**config.mk**
```make
export PLATFORM = sky130hd
export DESIGN_NAME = sync_length_sum_packet_parser
export DESIGN_NICKNAME = d
export VERILOG_FILES = /design/src/rtl/slp_pkg.sv /design/src/rtl/slp_payload_ram.sv /design/src/rtl/slp_desc_fifo.sv /design/src/rtl/slp_front.sv /design/src/rtl/slp_back.sv /design/src/rtl/sync_length_sum_packet_parser.sv
export SDC_FILE = /design/constraint.sdc
export NUM_CORES = 1
export LEC_CHECK = 0
export BUFFER_PORTS_ARGS = -buffer_cell sky130_fd_sc_hd__buf_4
export CELL_PAD_IN_SITES_DETAIL_PLACEMENT = 1
export CELL_PAD_IN_SITES_GLOBAL_PLACEMENT = 1
export CORE_AREA = 2 2 273 275
export CTS_CLUSTER_DIAMETER = 50
export DETAILED_ROUTE_END_ITERATION = 7
export DIE_AREA = 0 0 275 277
export PLACE_DENSITY_LB_ADDON = 0.1
export SYNTH_ARGS = -nofsm -noshare
export SYNTH_HDL_FRONTEND = slang
export SYNTH_SLANG_ARGS = --single-unit
```
**constraint.sdc**
```tcl
create_clock -name clk -period 3.45 [get_ports clk]
set_input_delay 1.035 -clock clk [delete_from_list [all_inputs] [get_ports clk]]
set_output_delay 1.035 -clock clk [all_outputs]
set_load 0.02 [all_outputs]
```
**src/rtl/slp_pkg.sv**
```systemverilog
package slp_pkg;

  // Default number of payload entries per buffer bank
  localparam int PAYLOAD_DEPTH_DEF = 32;

  // Configuration register indexes
  localparam int CFG_IDX_W = 2;
  localparam logic [CFG_IDX_W-1:0] CFG_FIRST_SYNC  = 2'd0;
  localparam logic [CFG_IDX_W-1:0] CFG_REPORT_SYNC = 2'd1;
  localparam logic [CFG_IDX_W-1:0] CFG_ACK_SYNC    = 2'd2;
  localparam logic [CFG_IDX_W-1:0] CFG_MAX_LENGTH  = 2'd3;

  // Configuration reset values
  localparam logic [7:0] FIRST_SYNC_RST  = 8'h55;
  localparam logic [7:0] REPORT_SYNC_RST = 8'h55;
  localparam logic [7:0] ACK_SYNC_RST    = 8'hAF;
  localparam logic [5:0] MAX_LENGTH_RST  = 6'd28;

  // Parser phases
  typedef enum logic [2:0] {
    PH_HUNT,
    PH_SYNC2,
    PH_ID,
    PH_LEN,
    PH_DATA,
    PH_SUM
  } phase_t;

  // Readout engine states
  typedef enum logic [1:0] {
    BK_IDLE,
    BK_FETCH,
    BK_SHOW
  } back_state_t;

  // Descriptor of a verified packet, passed from parser to readout
  typedef struct packed {
    logic       bank;
    logic       is_ack;
    logic [7:0] message_id;
    logic [5:0] payload_length;
  } desc_t;

  // One result item
  typedef struct packed {
    logic       is_ack;
    logic [7:0] message_id;
    logic [5:0] payload_length;
    logic [4:0] byte_position;
    logic [7:0] payload_byte;
    logic       last;
  } result_t;

endpackage

```
**src/rtl/slp_payload_ram.sv**
```systemverilog
module slp_payload_ram import slp_pkg::*; #(
  parameter int AW = 6
) (
  input  logic          clk,
  input  logic          wr_en,
  input  logic [AW-1:0] wr_addr,
  input  logic [7:0]    wr_data,
  input  logic          rd_en,
  input  logic [AW-1:0] rd_addr,
  output logic [7:0]    rd_data
);

  logic [7:0] mem [2**AW];

  // Write port
  always_ff @(posedge clk) begin
    if (wr_en) begin
      mem[wr_addr] <= wr_data;
    end
  end

  // Registered read port
  always_ff @(posedge clk) begin
    if (rd_en) begin
      rd_data <= mem[rd_addr];
    end
  end

endmodule

```
**src/rtl/slp_desc_fifo.sv**
```systemverilog
module slp_desc_fifo import slp_pkg::*; (
  input  logic  clk,
  input  logic  rst,
  input  logic  push,
  input  desc_t push_desc,
  output logic  full,
  input  logic  pop,
  output logic  head_valid,
  output desc_t head_desc
);

  desc_t      entry [2];
  logic       wptr;
  logic       rptr;
  logic [1:0] count;

  assign full       = (count == 2'd2);
  assign head_valid = (count != 2'd0);
  assign head_desc  = entry[rptr];

  // Entry storage
  always_ff @(posedge clk) begin
    if (push) begin
      entry[wptr] <= push_desc;
    end
  end

  // Pointers and occupancy
  always_ff @(posedge clk) begin
    if (rst) begin
      wptr  <= 1'b0;
      rptr  <= 1'b0;
      count <= 2'd0;
    end else begin
      if (push) wptr <= ~wptr;
      if (pop)  rptr <= ~rptr;
      case ({push, pop})
        2'b10:   count <= count + 2'd1;
        2'b01:   count <= count - 2'd1;
        default: count <= count;
      endcase
    end
  end

  a_no_overflow: assert property (@(posedge clk) disable iff (rst) !(push && full))
    else $error("descriptor pushed into full queue");
  a_no_underflow: assert property (@(posedge clk) disable iff (rst) !(pop && !head_valid))
    else $error("descriptor popped from empty queue");

endmodule

```
**src/rtl/slp_front.sv**
```systemverilog
module slp_front import slp_pkg::*; #(
  parameter int PAYLOAD_DEPTH = PAYLOAD_DEPTH_DEF,
  localparam int IDXW = (PAYLOAD_DEPTH > 1) ? $clog2(PAYLOAD_DEPTH) : 1
) (
  input  logic                 clk,
  input  logic                 rst,
  // configuration
  input  logic                 cfg_we,
  input  logic [CFG_IDX_W-1:0] cfg_index,
  input  logic [7:0]           cfg_data,
  // byte stream in
  input  logic                 in_valid,
  output logic                 in_ready,
  input  logic [7:0]           rx_byte,
  // payload buffer write
  output logic                 wr_en,
  output logic [IDXW:0]        wr_addr,
  output logic [7:0]           wr_data,
  // descriptor queue
  input  logic                 q_full,
  output logic                 push,
  output desc_t                push_desc
);

  localparam logic [7:0] DEPTH_B = 8'(PAYLOAD_DEPTH);

  logic [7:0] first_sync;
  logic [7:0] report_sync;
  logic [7:0] ack_sync;
  logic [5:0] max_length;

  phase_t     phase;
  phase_t     phase_next;
  logic [7:0] running_sum;
  logic [5:0] fill_index;
  logic [7:0] held_id;
  logic [5:0] held_length;
  logic       held_ack;
  logic       bank;

  logic       accept;
  logic [7:0] limit;
  logic       len_ok;
  logic [6:0] fill_inc;
  logic       fill_done;
  logic       sum_ok;

  // Configuration registers
  always_ff @(posedge clk) begin
    if (rst) begin
      first_sync  <= FIRST_SYNC_RST;
      report_sync <= REPORT_SYNC_RST;
      ack_sync    <= ACK_SYNC_RST;
      max_length  <= MAX_LENGTH_RST;
    end else if (cfg_we) begin
      unique case (cfg_index)
        CFG_FIRST_SYNC:  first_sync  <= cfg_data;
        CFG_REPORT_SYNC: report_sync <= cfg_data;
        CFG_ACK_SYNC:    ack_sync    <= cfg_data;
        CFG_MAX_LENGTH:  max_length  <= cfg_data[5:0];
        default: ;
      endcase
    end
  end

  // Compare helpers
  assign accept    = in_valid && in_ready;
  assign limit     = ({2'b00, max_length} > DEPTH_B) ? DEPTH_B : {2'b00, max_length};
  assign len_ok    = (rx_byte <= limit);
  assign fill_inc  = {1'b0, fill_index} + 7'd1;
  assign fill_done = (fill_inc >= {1'b0, held_length});
  assign sum_ok    = (running_sum == rx_byte);

  // Next phase
  always_comb begin
    phase_next = phase;
    if (accept) begin
      unique case (phase)
        PH_HUNT:  phase_next = (rx_byte == first_sync) ? PH_SYNC2 : PH_HUNT;
        PH_SYNC2: phase_next = (rx_byte == report_sync || rx_byte == ack_sync) ? PH_ID
                                                                               : PH_HUNT;
        PH_ID:    phase_next = PH_LEN;
        PH_LEN: begin
          if (!len_ok)              phase_next = PH_HUNT;
          else if (rx_byte != 8'd0) phase_next = PH_DATA;
          else                      phase_next = PH_SUM;
        end
        PH_DATA:  phase_next = fill_done ? PH_SUM : PH_DATA;
        PH_SUM:   phase_next = PH_HUNT;
        default:  phase_next = PH_HUNT;
      endcase
    end
  end

  // Outputs: stall only where the buffer bank or queue slot is needed
  always_comb begin
    in_ready = 1'b1;
    wr_en    = 1'b0;
    push     = 1'b0;
    unique case (phase)
      PH_DATA: begin
        in_ready = !q_full;
        wr_en    = accept;
      end
      PH_SUM: begin
        in_ready = !q_full;
        push     = accept && sum_ok;
      end
      default: ;
    endcase
  end

  assign wr_addr   = {bank, fill_index[IDXW-1:0]};
  assign wr_data   = rx_byte;
  assign push_desc = '{bank: bank, is_ack: held_ack, message_id: held_id,
                       payload_length: held_length};

  // Phase and bank select
  always_ff @(posedge clk) begin
    if (rst) begin
      phase <= PH_HUNT;
      bank  <= 1'b0;
    end else begin
      phase <= phase_next;
      if (push) bank <= ~bank;
    end
  end

  // Header capture and checksum
  always_ff @(posedge clk) begin
    if (rst) begin
      running_sum <= 8'd0;
      fill_index  <= 6'd0;
      held_id     <= 8'd0;
      held_length <= 6'd0;
      held_ack    <= 1'b0;
    end else if (accept) begin
      case (phase)
        PH_HUNT: running_sum <= rx_byte;
        PH_SYNC2: begin
          if (rx_byte == report_sync)   held_ack <= 1'b0;
          else if (rx_byte == ack_sync) held_ack <= 1'b1;
          running_sum <= running_sum + rx_byte;
        end
        PH_ID: begin
          held_id     <= rx_byte;
          running_sum <= running_sum + rx_byte;
        end
        PH_LEN: begin
          if (len_ok) begin
            held_length <= rx_byte[5:0];
            fill_index  <= 6'd0;
            running_sum <= running_sum + rx_byte;
          end
        end
        PH_DATA: begin
          fill_index  <= fill_inc[5:0];
          running_sum <= running_sum + rx_byte;
        end
        default: ;
      endcase
    end
  end

  a_fill_bound: assert property (@(posedge clk) disable iff (rst)
      (phase == PH_DATA) |-> (fill_index < held_length))
    else $error("payload fill ran past packet length");
  a_write_no_stall: assert property (@(posedge clk) disable iff (rst)
      wr_en |-> !q_full)
    else $error("payload written while both banks are owned by readout");

endmodule

```
**src/rtl/slp_back.sv**
```systemverilog
module slp_back import slp_pkg::*; #(
  parameter int PAYLOAD_DEPTH = PAYLOAD_DEPTH_DEF,
  localparam int IDXW = (PAYLOAD_DEPTH > 1) ? $clog2(PAYLOAD_DEPTH) : 1
) (
  input  logic          clk,
  input  logic          rst,
  // descriptor queue
  input  logic          q_valid,
  input  desc_t         q_desc,
  output logic          pop,
  // payload buffer read
  output logic          rd_en,
  output logic [IDXW:0] rd_addr,
  input  logic [7:0]    rd_data,
  // result stream out
  output logic          out_valid,
  input  logic          out_ready,
  output result_t       out_res
);

  back_state_t state;
  back_state_t state_next;
  logic [5:0]  k;
  logic [5:0]  k_sel;
  logic [6:0]  k_inc;
  logic        zero_len;
  logic        out_done;

  assign zero_len = (q_desc.payload_length == 6'd0);
  assign k_inc    = {1'b0, k} + 7'd1;
  assign out_done = out_valid && out_ready;

  // Next state
  always_comb begin
    state_next = state;
    unique case (state)
      BK_IDLE:  if (q_valid) state_next = BK_FETCH;
      BK_FETCH: state_next = BK_SHOW;
      BK_SHOW: begin
        if (out_ready) state_next = out_res.last ? BK_IDLE : BK_FETCH;
      end
      default:  state_next = BK_IDLE;
    endcase
  end

  // Read issue and queue pop
  always_comb begin
    rd_en     = 1'b0;
    k_sel     = 6'd0;
    pop       = 1'b0;
    out_valid = 1'b0;
    unique case (state)
      BK_IDLE:  rd_en = q_valid;
      BK_SHOW: begin
        out_valid = 1'b1;
        rd_en     = out_ready && !out_res.last;
        k_sel     = k_inc[5:0];
        pop       = out_ready && out_res.last;
      end
      default: ;
    endcase
  end

  assign rd_addr = {q_desc.bank, k_sel[IDXW-1:0]};

  // State and position counter
  always_ff @(posedge clk) begin
    if (rst) begin
      state <= BK_IDLE;
      k     <= 6'd0;
    end else begin
      state <= state_next;
      if (out_done) k <= out_res.last ? 6'd0 : k_inc[5:0];
    end
  end

  // Output register, loaded as the read data lands
  always_ff @(posedge clk) begin
    if (state == BK_FETCH) begin
      out_res.is_ack         <= q_desc.is_ack;
      out_res.message_id     <= q_desc.message_id;
      out_res.payload_length <= q_desc.payload_length;
      out_res.byte_position  <= k[4:0];
      out_res.payload_byte   <= zero_len ? 8'd0 : rd_data;
      out_res.last           <= zero_len || (k_inc == {1'b0, q_desc.payload_length});
    end
  end

  a_desc_held: assert property (@(posedge clk) disable iff (rst)
      (state != BK_IDLE) |-> q_valid)
    else $error("readout active without a queued descriptor");
  a_pop_on_last: assert property (@(posedge clk) disable iff (rst)
      pop |=> (state == BK_IDLE) && (k == 6'd0))
    else $error("readout did not return to idle after last result");

endmodule

```
**src/rtl/sync_length_sum_packet_parser.sv**
```systemverilog
// Serial packet parser with two sync bytes, a length byte and an 8-bit
// additive checksum.
//
// Input channel s_axis: one received byte per transaction. Output channel
// m_axis: one result per payload byte of each packet whose checksum
// matches, or one header result for a zero-length packet; tlast marks the
// final result of a packet and tuser is set for an acknowledge packet.
// cfg_we/cfg_index/cfg_data write the sync values and the maximum length;
// write only while the block is idle.
// Bytes are taken at one per cycle unless stalled. The parser writes
// payload bytes into one of two buffer banks and hands a descriptor to
// the readout through a two-entry queue, so a new packet can be received
// while the previous one is read out. Each result passes through the
// registered buffer read and then the output register, and the next read
// starts only when the result is taken. Input stalls only in the payload
// and checksum phases while both banks are still owned by the readout.
// When the receiver holds tready low, the result stays in the output
// register and the parser keeps taking bytes until both banks are full.
// Reset (rst, synchronous) clears the registers to their defaults, empties
// the queue and returns the parser to the hunt for the first sync byte.
module sync_length_sum_packet_parser import slp_pkg::*; #(
  parameter int PAYLOAD_DEPTH = PAYLOAD_DEPTH_DEF
) (
  input  logic                 clk,
  input  logic                 rst,
  input  logic                 cfg_we,
  input  logic [CFG_IDX_W-1:0] cfg_index,
  input  logic [7:0]           cfg_data,
  input  logic                 s_axis_tvalid,
  output logic                 s_axis_tready,
  input  logic [7:0]           s_axis_tdata,   // [7:0] rx_byte
  output logic                 m_axis_tvalid,
  input  logic                 m_axis_tready,
  // [7:0] message_id, [13:8] payload_length, [18:14] byte_position,
  // [26:19] payload_byte, [31:27] zero
  output logic [31:0]          m_axis_tdata,
  output logic                 m_axis_tuser,   // [0] is_ack
  output logic                 m_axis_tlast
);

  localparam int IDXW = (PAYLOAD_DEPTH > 1) ? $clog2(PAYLOAD_DEPTH) : 1;

  logic          wr_en;
  logic [IDXW:0] wr_addr;
  logic [7:0]    wr_data;
  logic          rd_en;
  logic [IDXW:0] rd_addr;
  logic [7:0]    rd_data;
  logic          push;
  desc_t         push_desc;
  logic          q_full;
  logic          pop;
  logic          q_valid;
  desc_t         q_desc;
  result_t       res;

  slp_front #(.PAYLOAD_DEPTH(PAYLOAD_DEPTH)) u_front (
    .clk       (clk),
    .rst       (rst),
    .cfg_we    (cfg_we),
    .cfg_index (cfg_index),
    .cfg_data  (cfg_data),
    .in_valid  (s_axis_tvalid),
    .in_ready  (s_axis_tready),
    .rx_byte   (s_axis_tdata),
    .wr_en     (wr_en),
    .wr_addr   (wr_addr),
    .wr_data   (wr_data),
    .q_full    (q_full),
    .push      (push),
    .push_desc (push_desc)
  );

  slp_payload_ram #(.AW(IDXW + 1)) u_ram (
    .clk     (clk),
    .wr_en   (wr_en),
    .wr_addr (wr_addr),
    .wr_data (wr_data),
    .rd_en   (rd_en),
    .rd_addr (rd_addr),
    .rd_data (rd_data)
  );

  slp_desc_fifo u_fifo (
    .clk        (clk),
    .rst        (rst),
    .push       (push),
    .push_desc  (push_desc),
    .full       (q_full),
    .pop        (pop),
    .head_valid (q_valid),
    .head_desc  (q_desc)
  );

  slp_back #(.PAYLOAD_DEPTH(PAYLOAD_DEPTH)) u_back (
    .clk       (clk),
    .rst       (rst),
    .q_valid   (q_valid),
    .q_desc    (q_desc),
    .pop       (pop),
    .rd_en     (rd_en),
    .rd_addr   (rd_addr),
    .rd_data   (rd_data),
    .out_valid (m_axis_tvalid),
    .out_ready (m_axis_tready),
    .out_res   (res)
  );

  // Pack result fields, lowest first; packet kind travels on tuser
  assign m_axis_tdata = {5'd0, res.payload_byte, res.byte_position, res.payload_length,
                         res.message_id};
  assign m_axis_tuser = res.is_ack;
  assign m_axis_tlast = res.last;

endmodule

```
==> tab_implementation.tex <==
\begin{tabular}{lr}
\hline
Metric & Value \\
\hline
\multicolumn{2}{l}{\textbf{Power and ir drop}} \\
\quad Worst IR drop on VDD & $\sim$330 uV \\
\quad Leakage dissipation & between 0.01 and 0.015 uW \\
\quad Power per unit of standard cell area & 543 nW/um\^{}2 \\
\multicolumn{2}{l}{\textbf{Die}} \\
\quad Total die area & approximately 76,000 sq um \\
\quad Placeable core region & 73,600 sq um \\
\quad Number of top-level design ports & 59 \\
\quad Die Span Y & between 200 and 300 um \\
\quad Die boundary width & about 280 um \\
\quad Initial Utilization & 37.4\% \\
\quad Number of rows in the core area & 100 \\
\multicolumn{2}{l}{\textbf{Yosys}} \\
\quad Dominant synthesized flop cell & sky130\_fd\_sc\_hd\_\_edfxtp\_1 \\
\quad Yosys synthesis warning count & 0 \\
\quad Number of distinct library cells after synthesis & 78 \\
\quad Cell accounting for the most synthesized area & sky130\_fd\_sc\_hd\_\_edfxtp\_1 \\
\quad Mean post-synth cell area & $\sim$14 sq um \\
\quad Synth top area cells & sky130\_fd\_sc\_hd\_\_edfxtp\_1 63\%, sky130\_fd\_sc\_hd\_\_dfxtp\_1 5.5\%, sky130\_fd\_sc\_hd\_\_mux2i\_1 3.9\% \\
\quad Async set-or-reset flop fraction in the synthesized netlist & 0\% \\
\quad Number of enable-type register cells in the synthesized netlist & a little under 600 \\
\quad Cell area after technology mapping & roughly 28,000 sq um \\
\quad Sequential area share after synthesis & 68.9\% \\
\quad Share of Yosys cell area claimed by the top area cell type & about 63\% \\
\quad Number of cells produced by synthesis & approximately 2,000 \\
\quad Synthesis-stage register bit count & 657 \\
\multicolumn{2}{l}{\textbf{Timing}} \\
\quad Max-slew violation count & 0 \\
\quad Crit share post-route & between 90\% and 100\% \\
\quad Worst Tran Pin Value & between 0.9 and 1 ns \\
\quad Number of hold violations in the final report & 0 \\
\quad Final setup violation count & 0 \\
\quad Post-Route Setup TNS & 0 ns \\
\quad RSZ-0062 raised after global routing & no \\
\quad Minimum clock period after layout & 3.15 ns \\
\quad Worst setup skew after layout & between 0.02 and 0.03 ns \\
\quad Achievable frequency & around 320 MHz \\
\quad Relative slew slack & a little over a third \\
\multicolumn{2}{l}{\textbf{Place}} \\
\quad Port Buffer Count & 53 \\
\quad Placer's final routability congestion estimate & just over 0.8 \\
\quad HPWL after detailed placement & 53,200 um \\
\quad Number of cells in the design after placement & about 3,100 \\
\multicolumn{2}{l}{\textbf{Cells and area}} \\
\quad Final Instance Count excl. Fillers & around 3,200 \\
\quad Share of final-layout standard cells stronger than drive strength 1 & roughly a fifth \\
\quad Total area of multi-input combinational cells & about 7900 sq um \\
\quad Layout-stage area growth over the synthesis result & 19.1\% \\
\quad Area occupied by registers & roughly 19,000 sq um \\
\quad Number of diodes & 0 \\
\quad Number of nets in the layout & between 2,000 and 2,500 \\
\quad \# fillers & 7,410 \\
\multicolumn{2}{l}{\textbf{GRT}} \\
\quad Via count of the first global-routing pass & 18,700 \\
\quad Largest net degree at the start of global routing & between 80 and 90 \\
\quad Total global routing track utilization & around 22\% \\
\quad First-pass GRT wire length & about 120,000 um \\
\quad Grt ovf & 0 \\
\quad Antenna violations before repair & 3 \\
\multicolumn{2}{l}{\textbf{Clock tree}} \\
\quad Post-CTS setup buffers & 0 \\
\quad Clk root buf & sky130\_fd\_sc\_hd\_\_clkbuf\_16 \\
\quad CTS max path bufs & 3 \\
\quad Clock latency on the worst-skew pair & roughly 0.63 ns \\
\quad Number of instances resized during post-cts repair & 0 \\
\quad Number of buffers inserted for hold repair after clock tree synthesis & 0 \\
\quad CTS tree & built \\
\quad Number of buffers created by CTS & 87 \\
\quad Number of sinks on the clock net & approximately 660 \\
\quad H-tree Lvls & 3 \\
\quad Clock input transition at the sequential cells of the worst setup and hold paths & 0.06 ns \\
\multicolumn{2}{l}{\textbf{Drt}} \\
\quad DRC violation count after routing & 0 \\
\quad Routed length per placed instance & around 26 um \\
\quad DR iter-0 viols & 1,360 \\
\quad Vias & about 18,000 \\
\quad WL final & $\sim$83,000 um \\
\quad Antenna-violating nets left & 0 \\
\quad Mean number of vias per cell & approximately 5.5 \\
\quad Length of the first detailed-routing pass in iterations & 6 \\
\multicolumn{2}{l}{\textbf{Critical path}} \\
\quad Critical Path RT & 3.89 ns \\
\quad Length in cells of the worst reg-to-reg path & 8 \\
\quad Arrival time of the worst setup path & between 3 and 4 ns \\
\quad Crit path max fanout & 14 \\
\quad Type of element launching the critical path & flip-flop \\
\quad Capturing element type of the critical path & flip-flop \\
\quad Type of the setup path with the least slack & flip-flop to flip-flop \\
\multicolumn{2}{l}{\textbf{Run status}} \\
\quad Status & completed \\
\multicolumn{2}{l}{\textbf{Worst hold path}} \\
\quad Path type of the worst min-delay path & flip-flop to flip-flop \\
\quad Hold-critical path depth & 0 \\
\multicolumn{2}{l}{\textbf{Run}} \\
\quad Number of max-cap violations & 0 \\
\hline
\end{tabular}
-- routing by layer --
metal | track usage (%) | routed length [um] | share of wire (%)
met3 | 2.42 | 3200 | 3.8
met2 | 36.8 | 41300 | 49
met4 | 5.89 | 1670 | 2.0
met5 | 0 | 0 | 0
met1 | 30.1 | 37300 | 45
-- registers in the layout (all words and copies together) (netlist names), 8 cells and up, named ones only --
signal and count:
u_front.running_sum 8, u_back.out_res 29, u_ram.rd_data 8, u_front.held_id 8
u_fifo.entry 32, u_front.report_sync 8, u_ram.mem 512, u_front.ack_sync 8
u_front.first_sync 8
-- power breakdown --
group / switching (uW) / leakage, uW / internal, uW / total [uW]
logic: 255 / 0.00364 / 104 / 359
clock network: 3570 / 0.00134 / 5230 / 8790
registers: 15.2 / 0.00583 / 8650 / 8670
-- placed cells by master, fill, tap and decap left out, types with 17 or more instances in the layout --
cell and n:
sky130_fd_sc_hd__a211oi_1 17, sky130_fd_sc_hd__a21oi_1 140, sky130_fd_sc_hd__a221oi_1 45, sky130_fd_sc_hd__a22oi_1 22
sky130_fd_sc_hd__a2bb2oi_1 27, sky130_fd_sc_hd__buf_4 217, sky130_fd_sc_hd__clkbuf_16 91, sky130_fd_sc_hd__dfxtp_1 75
sky130_fd_sc_hd__edfxtp_1 581, sky130_fd_sc_hd__ha_1 21, sky130_fd_sc_hd__inv_1 29, sky130_fd_sc_hd__mux2_2 48
sky130_fd_sc_hd__mux2i_1 106, sky130_fd_sc_hd__nand2_1 125, sky130_fd_sc_hd__nand3_1 39, sky130_fd_sc_hd__nand3b_1 20
sky130_fd_sc_hd__nor2_1 181, sky130_fd_sc_hd__nor2b_1 18, sky130_fd_sc_hd__nor3_1 22, sky130_fd_sc_hd__o21ai_0 49
sky130_fd_sc_hd__o221ai_1 41, sky130_fd_sc_hd__o22ai_1 23, sky130_fd_sc_hd__xnor2_1 34
-- cells by family after synthesis --
family,Yosys count,synth area share (%)
xor+xnor,50,1.62
mux,156,5.98
other cells,1,0.0136
fa+ha+maj,23,1.07
buf+inv,177,2.85
simple gates,482,8.20
compound gates,455,11.4
flops,657,68.9
-- cells in the mapped netlist, types with 13 or more instances --
cell	number
sky130_fd_sc_hd__a21oi_1	140
sky130_fd_sc_hd__nand3_1	39
sky130_fd_sc_hd__a221oi_1	45
sky130_fd_sc_hd__o221ai_1	41
sky130_fd_sc_hd__buf_1	14
sky130_fd_sc_hd__buf_4	16
sky130_fd_sc_hd__a22oi_1	22
sky130_fd_sc_hd__and3_1	13
sky130_fd_sc_hd__o21ai_0	49
sky130_fd_sc_hd__xor2_1	13
sky130_fd_sc_hd__nor3_1	22
sky130_fd_sc_hd__a2bb2oi_1	27
sky130_fd_sc_hd__clkbuf_1	67
sky130_fd_sc_hd__xnor2_1	36
sky130_fd_sc_hd__dfxtp_1	76
sky130_fd_sc_hd__nand2b_1	16
sky130_fd_sc_hd__nor2b_1	19
sky130_fd_sc_hd__o22ai_1	23
sky130_fd_sc_hd__buf_2	48
sky130_fd_sc_hd__o211ai_1	13
sky130_fd_sc_hd__mux2i_1	106
sky130_fd_sc_hd__nor2_1	181
sky130_fd_sc_hd__edfxtp_1	581
sky130_fd_sc_hd__a211oi_1	17
sky130_fd_sc_hd__nand2_1	125
sky130_fd_sc_hd__inv_1	29
sky130_fd_sc_hd__ha_1	22
sky130_fd_sc_hd__mux2_2	48
sky130_fd_sc_hd__nand3b_1	20
-- worst paths after layout --
path	start	endpoint	slack [ns]
min	u_front.held_id[4]	u_fifo.entry[1][10]	0.46
max reg2reg	u_back.k[2]	u_ram.rd_data[2]	0.30
min reg2reg	u_front.held_id[4]	u_fifo.entry[1][10]	0.46
max	u_back.k[2]	u_ram.rd_data[2]	0.30
-- area by class of cell --
type | instances | share of cell area (%)
Multi-Input combinational cell | 1171 | 24.0
Sequential cell | 657 | 57.8
Clock inverter | 62 | 1.58
Clock buffer | 100 | 7.05
Tap cell | 969 | 3.70
Inverter | 31 | 0.359
Timing Repair Buffer | 225 | 5.46
-- critical path, cell delays in order (launching register included) --
cell,delay [ns]
sky130_fd_sc_hd__dfxtp_1,0.67
sky130_fd_sc_hd__nand3_2,0.22
sky130_fd_sc_hd__xor2_2,0.23
sky130_fd_sc_hd__buf_4,0.25
sky130_fd_sc_hd__a2111oi_0,0.68
sky130_fd_sc_hd__a21oi_1,0.11
sky130_fd_sc_hd__o21ai_0,0.41
sky130_fd_sc_hd__a211oi_1,0.16
sky130_fd_sc_hd__a311oi_1,0.23
-- metrics by stage --
| stage | total power, uW | hold WS (ns) | setup WS (ns) | cell area (sq um) | util [%] |
|---|---|---|---|---|---|
| 6_report | 17800 | 0.458 | 0.298 | 32800 | 44.6 |
| 5_1_grt | 18400 | 0.479 | 0.224 | 32800 | 44.6 |
| 4_1_cts | 18000 | 0.460 | 0.313 | 32800 | 44.6 |
| 3_3_place_gp | 9190 | 0.432 | 0.0765 | 30000 | 40.7 |
| 3_5_place_dp | 9200 | 0.443 | 0.0552 | 30000 | 40.7 |
| 2_1_floorplan | 8980 | 0.403 | 0.287 | 27600 | - |
(Power assumes the default switching activity.)
